===== config.mk =====
export PLATFORM = sky130hd
export DESIGN_NAME = morton_tile_rgb565_detiler_core_flat
export DESIGN_NICKNAME = d
export VERILOG_FILES = /design/src/rtl/mtd_pkg.sv /design/src/rtl/mtd_if.sv /design/src/rtl/morton_tile_rgb565_detiler_core.sv /design/src/rtl/mtd_tile_walker.sv /design/src/rtl/mtd_color_conv.sv /design/src/flat_wrapper.sv
export SDC_FILE = /design/constraint.sdc
export NUM_CORES = 1
export LEC_CHECK = 0
export BUFFER_PORTS_ARGS = -buffer_cell sky130_fd_sc_hd__buf_2
export CAP_MARGIN = 10
export CORE_MARGIN = 2
export CORE_UTILIZATION = 59
export DETAILED_ROUTE_END_ITERATION = 16
export PLACE_DENSITY = 0.93
export RECOVER_POWER = 25
export SLEW_MARGIN = 20
export SYNTH_ARGS = -nofsm -noshare
export SYNTH_HDL_FRONTEND = slang
export SYNTH_SLANG_ARGS = --single-unit

===== constraint.sdc =====
create_clock -name clk_i -period 3.5 [get_ports clk_i]
set_input_delay 0.175 -clock clk_i [delete_from_list [all_inputs] [get_ports clk_i]]
set_output_delay 0.175 -clock clk_i [all_outputs]
set_load 0.01 [all_outputs]

===== src/rtl/mtd_pkg.sv =====
`timescale 1ns / 1ps
// Shared types and constants for the Morton tile RGB565 detiler.
// No dependencies; used by the interfaces and every detiler module.
package mtd_pkg;

  // Default tile count limits (top-level parameter defaults)
  localparam int unsigned MaxTilesAcrossDef = 64;
  localparam int unsigned MaxTilesDownDef   = 64;

  // Field widths
  localparam int unsigned PixW   = 16;
  localparam int unsigned AByteW = 8;
  localparam int unsigned PosW   = 9;
  localparam int unsigned ArgbW  = 32;
  localparam int unsigned CfgW   = 7;
  localparam int unsigned CfgIdxW = 2;
  localparam int unsigned PitW   = 6;   // pixel index inside an 8x8 tile

  // Configuration register indexes
  typedef enum logic [CfgIdxW-1:0] {
    CFG_TILES_ACROSS = 2'd0,
    CFG_TILES_DOWN   = 2'd1,
    CFG_ALPHA_MODE   = 2'd2
  } cfg_idx_e;

  // Reset values of the configuration registers
  localparam logic [CfgW-1:0] TilesAcrossRst = 7'd6;
  localparam logic [CfgW-1:0] TilesDownRst   = 7'd6;

  // Configuration register bundle
  typedef struct packed {
    logic [CfgW-1:0] tiles_across;
    logic [CfgW-1:0] tiles_down;
    logic            alpha_mode;
  } cfg_t;

  // Image position of one pixel, from the tile walker
  typedef struct packed {
    logic [PosW-1:0] pos_x;
    logic [PosW-1:0] pos_y;
    logic            odd;          // odd pixel index: uses the high alpha nibble
    logic            image_done;
  } pos_t;

endpackage


===== src/rtl/mtd_if.sv =====
`timescale 1ns / 1ps
// Valid/ready stream interfaces for the detiler input and result channels.
// Depends on mtd_pkg for field widths.
interface mtd_in_if;
  logic                         valid;
  logic                         ready;
  logic [mtd_pkg::PixW-1:0]     pixel_rgb565;
  logic [mtd_pkg::AByteW-1:0]   alpha_byte;

  modport source (output valid, output pixel_rgb565, output alpha_byte, input ready);
  modport sink   (input valid, input pixel_rgb565, input alpha_byte, output ready);
endinterface

interface mtd_out_if;
  logic                        valid;
  logic                        ready;
  logic [mtd_pkg::PosW-1:0]    pos_x;
  logic [mtd_pkg::PosW-1:0]    pos_y;
  logic [mtd_pkg::ArgbW-1:0]   argb;
  logic                        image_done;

  modport source (output valid, output pos_x, output pos_y, output argb,
                  output image_done, input ready);
  modport sink   (input valid, input pos_x, input pos_y, input argb,
                  input image_done, output ready);
endinterface


===== src/rtl/morton_tile_rgb565_detiler_core.sv =====
`timescale 1ns / 1ps
// Morton tile RGB565 detiler, top level. An input transfer passes the input
// register, then the result register, before its result is valid.
// Throughput: one pixel per cycle unless the sink stalls; the walker updates per pixel.
// The input register lets one pixel in while a result waits on a stalled sink.
// Reset (async, active low) clears counters, valid flags and config to
// tiles 6x6, opaque alpha. Depends on mtd_pkg, mtd_if, mtd_tile_walker, mtd_color_conv.
module morton_tile_rgb565_detiler_core #(
  parameter int unsigned MAX_TILES_ACROSS = mtd_pkg::MaxTilesAcrossDef,
  parameter int unsigned MAX_TILES_DOWN   = mtd_pkg::MaxTilesDownDef
) (
  input  logic                        clk_i,
  input  logic                        rst_ni,
  input  logic                        cfg_we_i,
  input  logic [mtd_pkg::CfgIdxW-1:0] cfg_idx_i,
  input  logic [mtd_pkg::CfgW-1:0]    cfg_wdata_i,
  mtd_in_if.sink                      in_i,
  mtd_out_if.source                   out_o
);
  import mtd_pkg::*;

  cfg_t cfg_q;

  logic             in_xfer;
  logic             a_adv;
  pos_t             cur_pos;

  logic             a_valid_q;
  logic [PixW-1:0]  a_pix_q;
  logic [AByteW-1:0] a_abyte_q;
  pos_t             a_pos_q;

  logic             b_valid_q;
  logic [PosW-1:0]  b_pos_x_q, b_pos_y_q;
  logic [ArgbW-1:0] b_argb_q;
  logic             b_done_q;
  logic [ArgbW-1:0] argb;

  // Configuration registers
  always_ff @(posedge clk_i or negedge rst_ni) begin
    if (!rst_ni) begin
      cfg_q.tiles_across <= TilesAcrossRst;
      cfg_q.tiles_down   <= TilesDownRst;
      cfg_q.alpha_mode   <= 1'b0;
    end else if (cfg_we_i) begin
      case (cfg_idx_e'(cfg_idx_i))
        CFG_TILES_ACROSS: cfg_q.tiles_across <= cfg_wdata_i;
        CFG_TILES_DOWN:   cfg_q.tiles_down   <= cfg_wdata_i;
        CFG_ALPHA_MODE:   cfg_q.alpha_mode   <= cfg_wdata_i[0];
        default:          ;
      endcase
    end
  end

  // Handshake: result register moves when empty or taken
  assign a_adv      = !b_valid_q || out_o.ready;
  assign in_i.ready = !a_valid_q || a_adv;
  assign in_xfer    = in_i.valid && in_i.ready;

  mtd_tile_walker #(
    .MAX_TILES_ACROSS (MAX_TILES_ACROSS),
    .MAX_TILES_DOWN   (MAX_TILES_DOWN)
  ) u_walker (
    .clk_i     (clk_i),
    .rst_ni    (rst_ni),
    .cfg_i     (cfg_q),
    .advance_i (in_xfer),
    .pos_o     (cur_pos)
  );

  mtd_color_conv u_conv (
    .pixel_rgb565_i (a_pix_q),
    .alpha_byte_i   (a_abyte_q),
    .odd_i          (a_pos_q.odd),
    .alpha_mode_i   (cfg_q.alpha_mode),
    .argb_o         (argb)
  );

  // Input stage: pixel fields and its position
  always_ff @(posedge clk_i or negedge rst_ni) begin
    if (!rst_ni) begin
      a_valid_q <= 1'b0;
    end else if (in_i.ready) begin
      a_valid_q <= in_i.valid;
    end
  end

  always_ff @(posedge clk_i) begin
    if (in_xfer) begin
      a_pix_q   <= in_i.pixel_rgb565;
      a_abyte_q <= in_i.alpha_byte;
      a_pos_q   <= cur_pos;
    end
  end

  // Result stage
  always_ff @(posedge clk_i or negedge rst_ni) begin
    if (!rst_ni) begin
      b_valid_q <= 1'b0;
    end else if (a_adv) begin
      b_valid_q <= a_valid_q;
    end
  end

  always_ff @(posedge clk_i) begin
    if (a_adv && a_valid_q) begin
      b_pos_x_q <= a_pos_q.pos_x;
      b_pos_y_q <= a_pos_q.pos_y;
      b_argb_q  <= argb;
      b_done_q  <= a_pos_q.image_done;
    end
  end

  assign out_o.valid      = b_valid_q;
  assign out_o.pos_x      = b_pos_x_q;
  assign out_o.pos_y      = b_pos_y_q;
  assign out_o.argb       = b_argb_q;
  assign out_o.image_done = b_done_q;

endmodule


===== src/rtl/mtd_tile_walker.sv =====
`timescale 1ns / 1ps
// Tile walker: pixel-in-tile, tile column and tile row counters, plus the
// Morton swizzle into image coordinates. Depends on mtd_pkg.
module mtd_tile_walker #(
  parameter int unsigned MAX_TILES_ACROSS = mtd_pkg::MaxTilesAcrossDef,
  parameter int unsigned MAX_TILES_DOWN   = mtd_pkg::MaxTilesDownDef
) (
  input  logic          clk_i,
  input  logic          rst_ni,
  input  mtd_pkg::cfg_t cfg_i,
  input  logic          advance_i,  // one pixel transfer accepted
  output mtd_pkg::pos_t pos_o
);
  import mtd_pkg::*;

  localparam int unsigned ColW = (MAX_TILES_ACROSS > 1) ? $clog2(MAX_TILES_ACROSS) : 1;
  localparam int unsigned RowW = (MAX_TILES_DOWN > 1) ? $clog2(MAX_TILES_DOWN) : 1;
  localparam int unsigned CntW = CfgW + 1;  // holds a tile count up to 128
  localparam logic [CntW-1:0] MaxAcross = CntW'(MAX_TILES_ACROSS);
  localparam logic [CntW-1:0] MaxDown   = CntW'(MAX_TILES_DOWN);
  localparam logic [PitW-1:0] LastPix   = '1;

  logic [PitW-1:0] pit_q, pit_d;
  logic [ColW-1:0] col_q, col_d;
  logic [RowW-1:0] row_q, row_d;

  logic [CntW-1:0] eff_across, eff_down;
  logic [CntW-1:0] col_p1, row_p1;
  logic            last_col, last_row, last_pix;

  // Clamp the tile counts: zero acts as one, above the limit acts as the limit
  always_comb begin
    if (cfg_i.tiles_across == '0) begin
      eff_across = CntW'(1);
    end else if ({1'b0, cfg_i.tiles_across} > MaxAcross) begin
      eff_across = MaxAcross;
    end else begin
      eff_across = {1'b0, cfg_i.tiles_across};
    end
    if (cfg_i.tiles_down == '0) begin
      eff_down = CntW'(1);
    end else if ({1'b0, cfg_i.tiles_down} > MaxDown) begin
      eff_down = MaxDown;
    end else begin
      eff_down = {1'b0, cfg_i.tiles_down};
    end
  end

  assign col_p1   = CntW'(col_q) + CntW'(1);
  assign row_p1   = CntW'(row_q) + CntW'(1);
  assign last_col = (col_p1 >= eff_across);
  assign last_row = (row_p1 >= eff_down);
  assign last_pix = (pit_q == LastPix);

  // Morton swizzle: x = {i4,i2,i0}, y = {i5,i3,i1}
  assign pos_o.pos_x      = PosW'({col_q, pit_q[4], pit_q[2], pit_q[0]});
  assign pos_o.pos_y      = PosW'({row_q, pit_q[5], pit_q[3], pit_q[1]});
  assign pos_o.odd        = pit_q[0];
  assign pos_o.image_done = last_pix && last_col && last_row;

  // Counter update per accepted pixel
  always_comb begin
    pit_d = pit_q;
    col_d = col_q;
    row_d = row_q;
    if (advance_i) begin
      if (last_pix) begin
        pit_d = '0;
        if (last_col) begin
          col_d = '0;
          row_d = last_row ? '0 : row_p1[RowW-1:0];
        end else begin
          col_d = col_p1[ColW-1:0];
        end
      end else begin
        pit_d = pit_q + PitW'(1);
      end
    end
  end

  always_ff @(posedge clk_i or negedge rst_ni) begin
    if (!rst_ni) begin
      pit_q <= '0;
      col_q <= '0;
      row_q <= '0;
    end else begin
      pit_q <= pit_d;
      col_q <= col_d;
      row_q <= row_d;
    end
  end

endmodule


===== src/rtl/mtd_color_conv.sv =====
`timescale 1ns / 1ps
// Color conversion: RGB565 plus alpha nibble (or opaque alpha) to ARGB32 by bit replication.
// Depends on mtd_pkg.
module mtd_color_conv (
  input  logic [mtd_pkg::PixW-1:0]   pixel_rgb565_i,
  input  logic [mtd_pkg::AByteW-1:0] alpha_byte_i,
  input  logic                       odd_i,
  input  logic                       alpha_mode_i,
  output logic [mtd_pkg::ArgbW-1:0]  argb_o
);
  import mtd_pkg::*;

  logic [4:0] r5, b5;
  logic [5:0] g6;
  logic [3:0] nib;
  logic [7:0] a8, r8, g8, b8;

  assign r5 = pixel_rgb565_i[15:11];
  assign g6 = pixel_rgb565_i[10:5];
  assign b5 = pixel_rgb565_i[4:0];

  // Channel widening by replicating the top bits
  assign r8 = {r5, r5[4:2]};
  assign g8 = {g6, g6[5:4]};
  assign b8 = {b5, b5[4:2]};

  // Odd pixels take the high nibble; nibble * 17 is the nibble repeated
  assign nib = odd_i ? alpha_byte_i[7:4] : alpha_byte_i[3:0];
  assign a8  = alpha_mode_i ? {nib, nib} : 8'hFF;

  assign argb_o = {a8, r8, g8, b8};

endmodule


===== src/flat_wrapper.sv =====
// flat-port wrapper written by rule: the top's interface ports become plain ports
module morton_tile_rgb565_detiler_core_flat import mtd_pkg::*;
#(
  parameter int unsigned MAX_TILES_ACROSS = mtd_pkg::MaxTilesAcrossDef,
  parameter int unsigned MAX_TILES_DOWN   = mtd_pkg::MaxTilesDownDef
)
  (clk_i, rst_ni, cfg_we_i, cfg_idx_i, cfg_wdata_i, in_i_valid, in_i_pixel_rgb565, in_i_alpha_byte, in_i_ready, out_o_valid, out_o_pos_x, out_o_pos_y, out_o_argb, out_o_image_done, out_o_ready);
  mtd_in_if in_i_i ();
  mtd_out_if out_o_i ();
  input  logic clk_i;
  input  logic rst_ni;
  input  logic cfg_we_i;
  input  logic [mtd_pkg::CfgIdxW-1:0] cfg_idx_i;
  input  logic [mtd_pkg::CfgW-1:0] cfg_wdata_i;
  input wire logic [$bits(in_i_i.valid)-1:0] in_i_valid;
  input wire logic [$bits(in_i_i.pixel_rgb565)-1:0] in_i_pixel_rgb565;
  input wire logic [$bits(in_i_i.alpha_byte)-1:0] in_i_alpha_byte;
  output wire logic [$bits(in_i_i.ready)-1:0] in_i_ready;
  output wire logic [$bits(out_o_i.valid)-1:0] out_o_valid;
  output wire logic [$bits(out_o_i.pos_x)-1:0] out_o_pos_x;
  output wire logic [$bits(out_o_i.pos_y)-1:0] out_o_pos_y;
  output wire logic [$bits(out_o_i.argb)-1:0] out_o_argb;
  output wire logic [$bits(out_o_i.image_done)-1:0] out_o_image_done;
  input wire logic [$bits(out_o_i.ready)-1:0] out_o_ready;
  assign in_i_i.valid = in_i_valid;
  assign in_i_i.pixel_rgb565 = in_i_pixel_rgb565;
  assign in_i_i.alpha_byte = in_i_alpha_byte;
  assign in_i_ready = in_i_i.ready;
  assign out_o_valid = out_o_i.valid;
  assign out_o_pos_x = out_o_i.pos_x;
  assign out_o_pos_y = out_o_i.pos_y;
  assign out_o_argb = out_o_i.argb;
  assign out_o_image_done = out_o_i.image_done;
  assign out_o_i.ready = out_o_ready;
  morton_tile_rgb565_detiler_core #(.MAX_TILES_ACROSS(MAX_TILES_ACROSS), .MAX_TILES_DOWN(MAX_TILES_DOWN)) u_core (.clk_i(clk_i), .rst_ni(rst_ni), .cfg_we_i(cfg_we_i), .cfg_idx_i(cfg_idx_i), .cfg_wdata_i(cfg_wdata_i), .in_i(in_i_i), .out_o(out_o_i));
endmodule

==> flow_metrics.env <==
export IMPL_drt_iter0_markers=426
export IMPL_ys_top_cells_by_count="edfxtp_1 (82), dfrtp_1 (31), nand2_1 (29), ha_1 (17), mux2_2 (15)"
export IMPL_path_max_fanout=5
export IMPL_async_reset_ff_share_pct=29.9
export IMPL_portBuffers=90
export IMPL_syn_area_mm2=0.00461
export IMPL_setup_tns_ns=0
export IMPL_cts_resized=0
export IMPL_dr_pass1_iters=5
export IMPL_synth_most_common_cell="edfxtp_1"
export IMPL_fin_crit_sh_pct=84.8
export IMPL_period_needed_ns=2.97
export IMPL_yosys_area_top_type="edfxtp_1"
export IMPL_synthMuxAreaShare_pct=5.73
export IMPL_gr_total_overflow=0
export IMPL_synth_xor_area_share_pct=2.28
export IMPL_worst_slew_pin_slew_ns=0.916
export IMPL_num_vias=3054
export IMPL_synth_area_leaders="edfxtp_1 (53%), dfrtp_1 (17%), ha_1 (4.6%)"
export IMPL_synthAdderAreaFrac_pct=4.61
export IMPL_nFillCells=371
export IMPL_synth_top_family_by_area="simple AND/OR/NAND/NOR gates"
export IMPL_clk_latency_ns=0.53
export IMPL_gp_congestion=0.874
export IMPL_grt_use_total_pct=27.7
export IMPL_synth_cell_types=37
export IMPL_critPathKind="reg2reg"
export IMPL_synth_top_area_share_pct=53.4
export IMPL_drive_gt1_share_pct=31.8
export IMPL_vdd_drop_max_uv=456
export IMPL_cp_required_ns=3.91
export IMPL_synth_fp_nets=349
export IMPL_clockBufferDepth=2
export IMPL_setup_viol=0
export IMPL_synth_simple_area_share_pct=7.76
export IMPL_numCtsBuffers=17
export IMPL_drt_wirelength_per_cell_um=20.8
export IMPL_cts_sinks=117
export IMPL_yosys_warnings=0
export IMPL_status="complete, no violations"
export IMPL_cp_arrival_ns=3.38
export IMPL_clk_pin_slew_ns=0.06
export IMPL_cp_end_kind="flip-flop"
export IMPL_antenna_found_initial=0
export IMPL_num_io_pins=91
export IMPL_rsz0062_at_grt="no"
export IMPL_placed_cells=473
export IMPL_start_util_pct=60.3
export IMPL_p_leak_nw=2.47
export IMPL_root_buffer="clkbuf_8"
export IMPL_synth_area_per_cell_um2=15.7
export IMPL_cts_tree="done"
export IMPL_n_antenna_cell=0
export IMPL_cp_start_kind="flip-flop"
export IMPL_ys_ff_latch=117
export IMPL_ant_nets=0
export IMPL_post_cts_buffers=0
export IMPL_final_setup_skew_ns=0.0173
export IMPL_place_hpwl_um=6000
export IMPL_yosysSeqAreaShare_pct=72.5
export IMPL_p_per_area_mw_per_mm2=660
export IMPL_core_area_mm2=0.00765
export IMPL_slew_headroom_pct=38.9
export IMPL_post_route_util_pct=78.7
export IMPL_yosys_most_used_dff="edfxtp_1"
export IMPL_die_area_mm2=0.00854
export IMPL_slew_violations=0
export IMPL_hp_class="in2reg"
export IMPL_synth_edf_count=82
export IMPL_viasPerCell=5.67
export IMPL_netlist_instances=294
export IMPL_grt_pass1_vias=3042
export IMPL_drc=0
export IMPL_hold_violations=0
export IMPL_h_tree_depth=4
export IMPL_grt_max_degree=40
export IMPL_die_x_um=92.4
export IMPL_rows=32
export IMPL_area_growth_pct=30.5
export IMPL_routed_wl_um=11200
export IMPL_nets=479
export IMPL_grt_pass1_wl_um=17100
export IMPL_synth_compound_area_share_pct=4.02
export IMPL_timing_fmax_ghz=0.337
export IMPL_die_height_um=92.4
export IMPL_drv_cap=0
export IMPL_cts_hold_buf=34
export IMPL_finalNonFillerCells=539
## per-stage QoR
stage / worst slack, ns / cell area [um2] / power [W] / hold slack, ns
2_1_floorplan: 1.20 / 4610 / 0.00202 / -0.121
3_5_place_dp: 0.895 / 5090 / 0.00216 / 0.300
3_3_place_gp: 1.11 / 5090 / 0.00213 / 0.284
4_1_cts: 0.802 / 6030 / 0.00394 / 0.0202
6_report: 0.531 / 6020 / 0.00397 / 0.0355
5_1_grt: 0.546 / 6020 / 0.00409 / 0.0542
## cell type report
type	count	area (um2)	area share (%)
Timing Repair Buffer	125	787	13.1
Multi-Input combinational cell	153	1130	18.7
Inverter	10	37.5	0.624
Sequential cell	117	3340	55.6
Tap cell	102	128	2.12
Clock buffer	18	418	6.95
Clock inverter	14	176	2.93
## kinds of logic (layout without fill, tap and decap cells)
kind of cell,count (synthesis),count (layout)
and+or+nand+nor,74,74
muxes,24,24
buffers and inverters,24,167
AOI/OAI and AO/OA,26,26
DFF,117,117
xor gates and xnor gates,12,12
adders and majority gates,17,17
## sequential cells by signal, indices dropped and copies added (netlist names), 8 cells and up
signal              flops
u_core.out_o.argb      20
u_core.a_pos_q         19
u_core.a_pix_q         16
u_core.cfg_q           15
u_core.out_o.pos_x      9
u_core.out_o.pos_y      9
u_core.a_abyte_q        8
## cell usage in the layout (no fill, tap or decap), drive strengths merged, types with 9 or more instances in the layout
cell type / n
buf: 82
clkbuf: 27
dfrtp: 31
dlygate4sd3: 34
edfxtp: 82
ha: 17
inv: 12
mux2: 16
nand2: 30
nand3: 9
nor2: 14
## final timing paths
check | from | end | slack [ns] | cells past startpoint
max | u_core.u_walker.col_q[2] | u_core.u_walker.col_q[0] | 0.53 | 9
min | cfg_idx_i[0] | u_core.cfg_q[14] | 0.04 | 3
max reg2reg | u_core.u_walker.col_q[2] | u_core.u_walker.col_q[0] | 0.53 | 9
min reg2reg | u_core.a_pos_q[0] | u_core.out_o.image_done | 0.42 | 0
max in group asynchronous | rst_ni | u_core.u_walker.row_q[1] | 2.69 | 2
min in group asynchronous | rst_ni | u_core.cfg_q[8] | 0.29 | 2
## worst max-delay path, stage by stage, from the launching register on
cell and delay [ns]:
dfrtp_1 0.48, nand3_1 0.23, nor2_1 0.23, xor2_1 0.29
ha_1 0.31, a21o_1 0.20, a21oi_1 0.43, and3_1 0.36
nand2_1 0.11, o21ai_0 0.22
## power by group
group / switching (W) / internal [W] / total, W
Sequential: 0.000109 / 0.00166 / 0.00177
Combinational: 0.000252 / 0.000190 / 0.000443
Clock: 0.000664 / 0.00109 / 0.00176
Total: 0.00102 / 0.00294 / 0.00397
## routing by layer
| metal | up-vias | global-route usage (%) | share of wire [%] |
|---|---|---|---|
| met5 | - | 0 | 0 |
| met4 | 0 | 8.71 | 2.7 |
| met3 | 31 | 8.30 | 9.3 |
| met2 | 202 | 45.6 | 49 |
| met1 | 1482 | 35.7 | 39 |
| li1 | 1339 | - | - |
(Power assumes the default switching activity.)
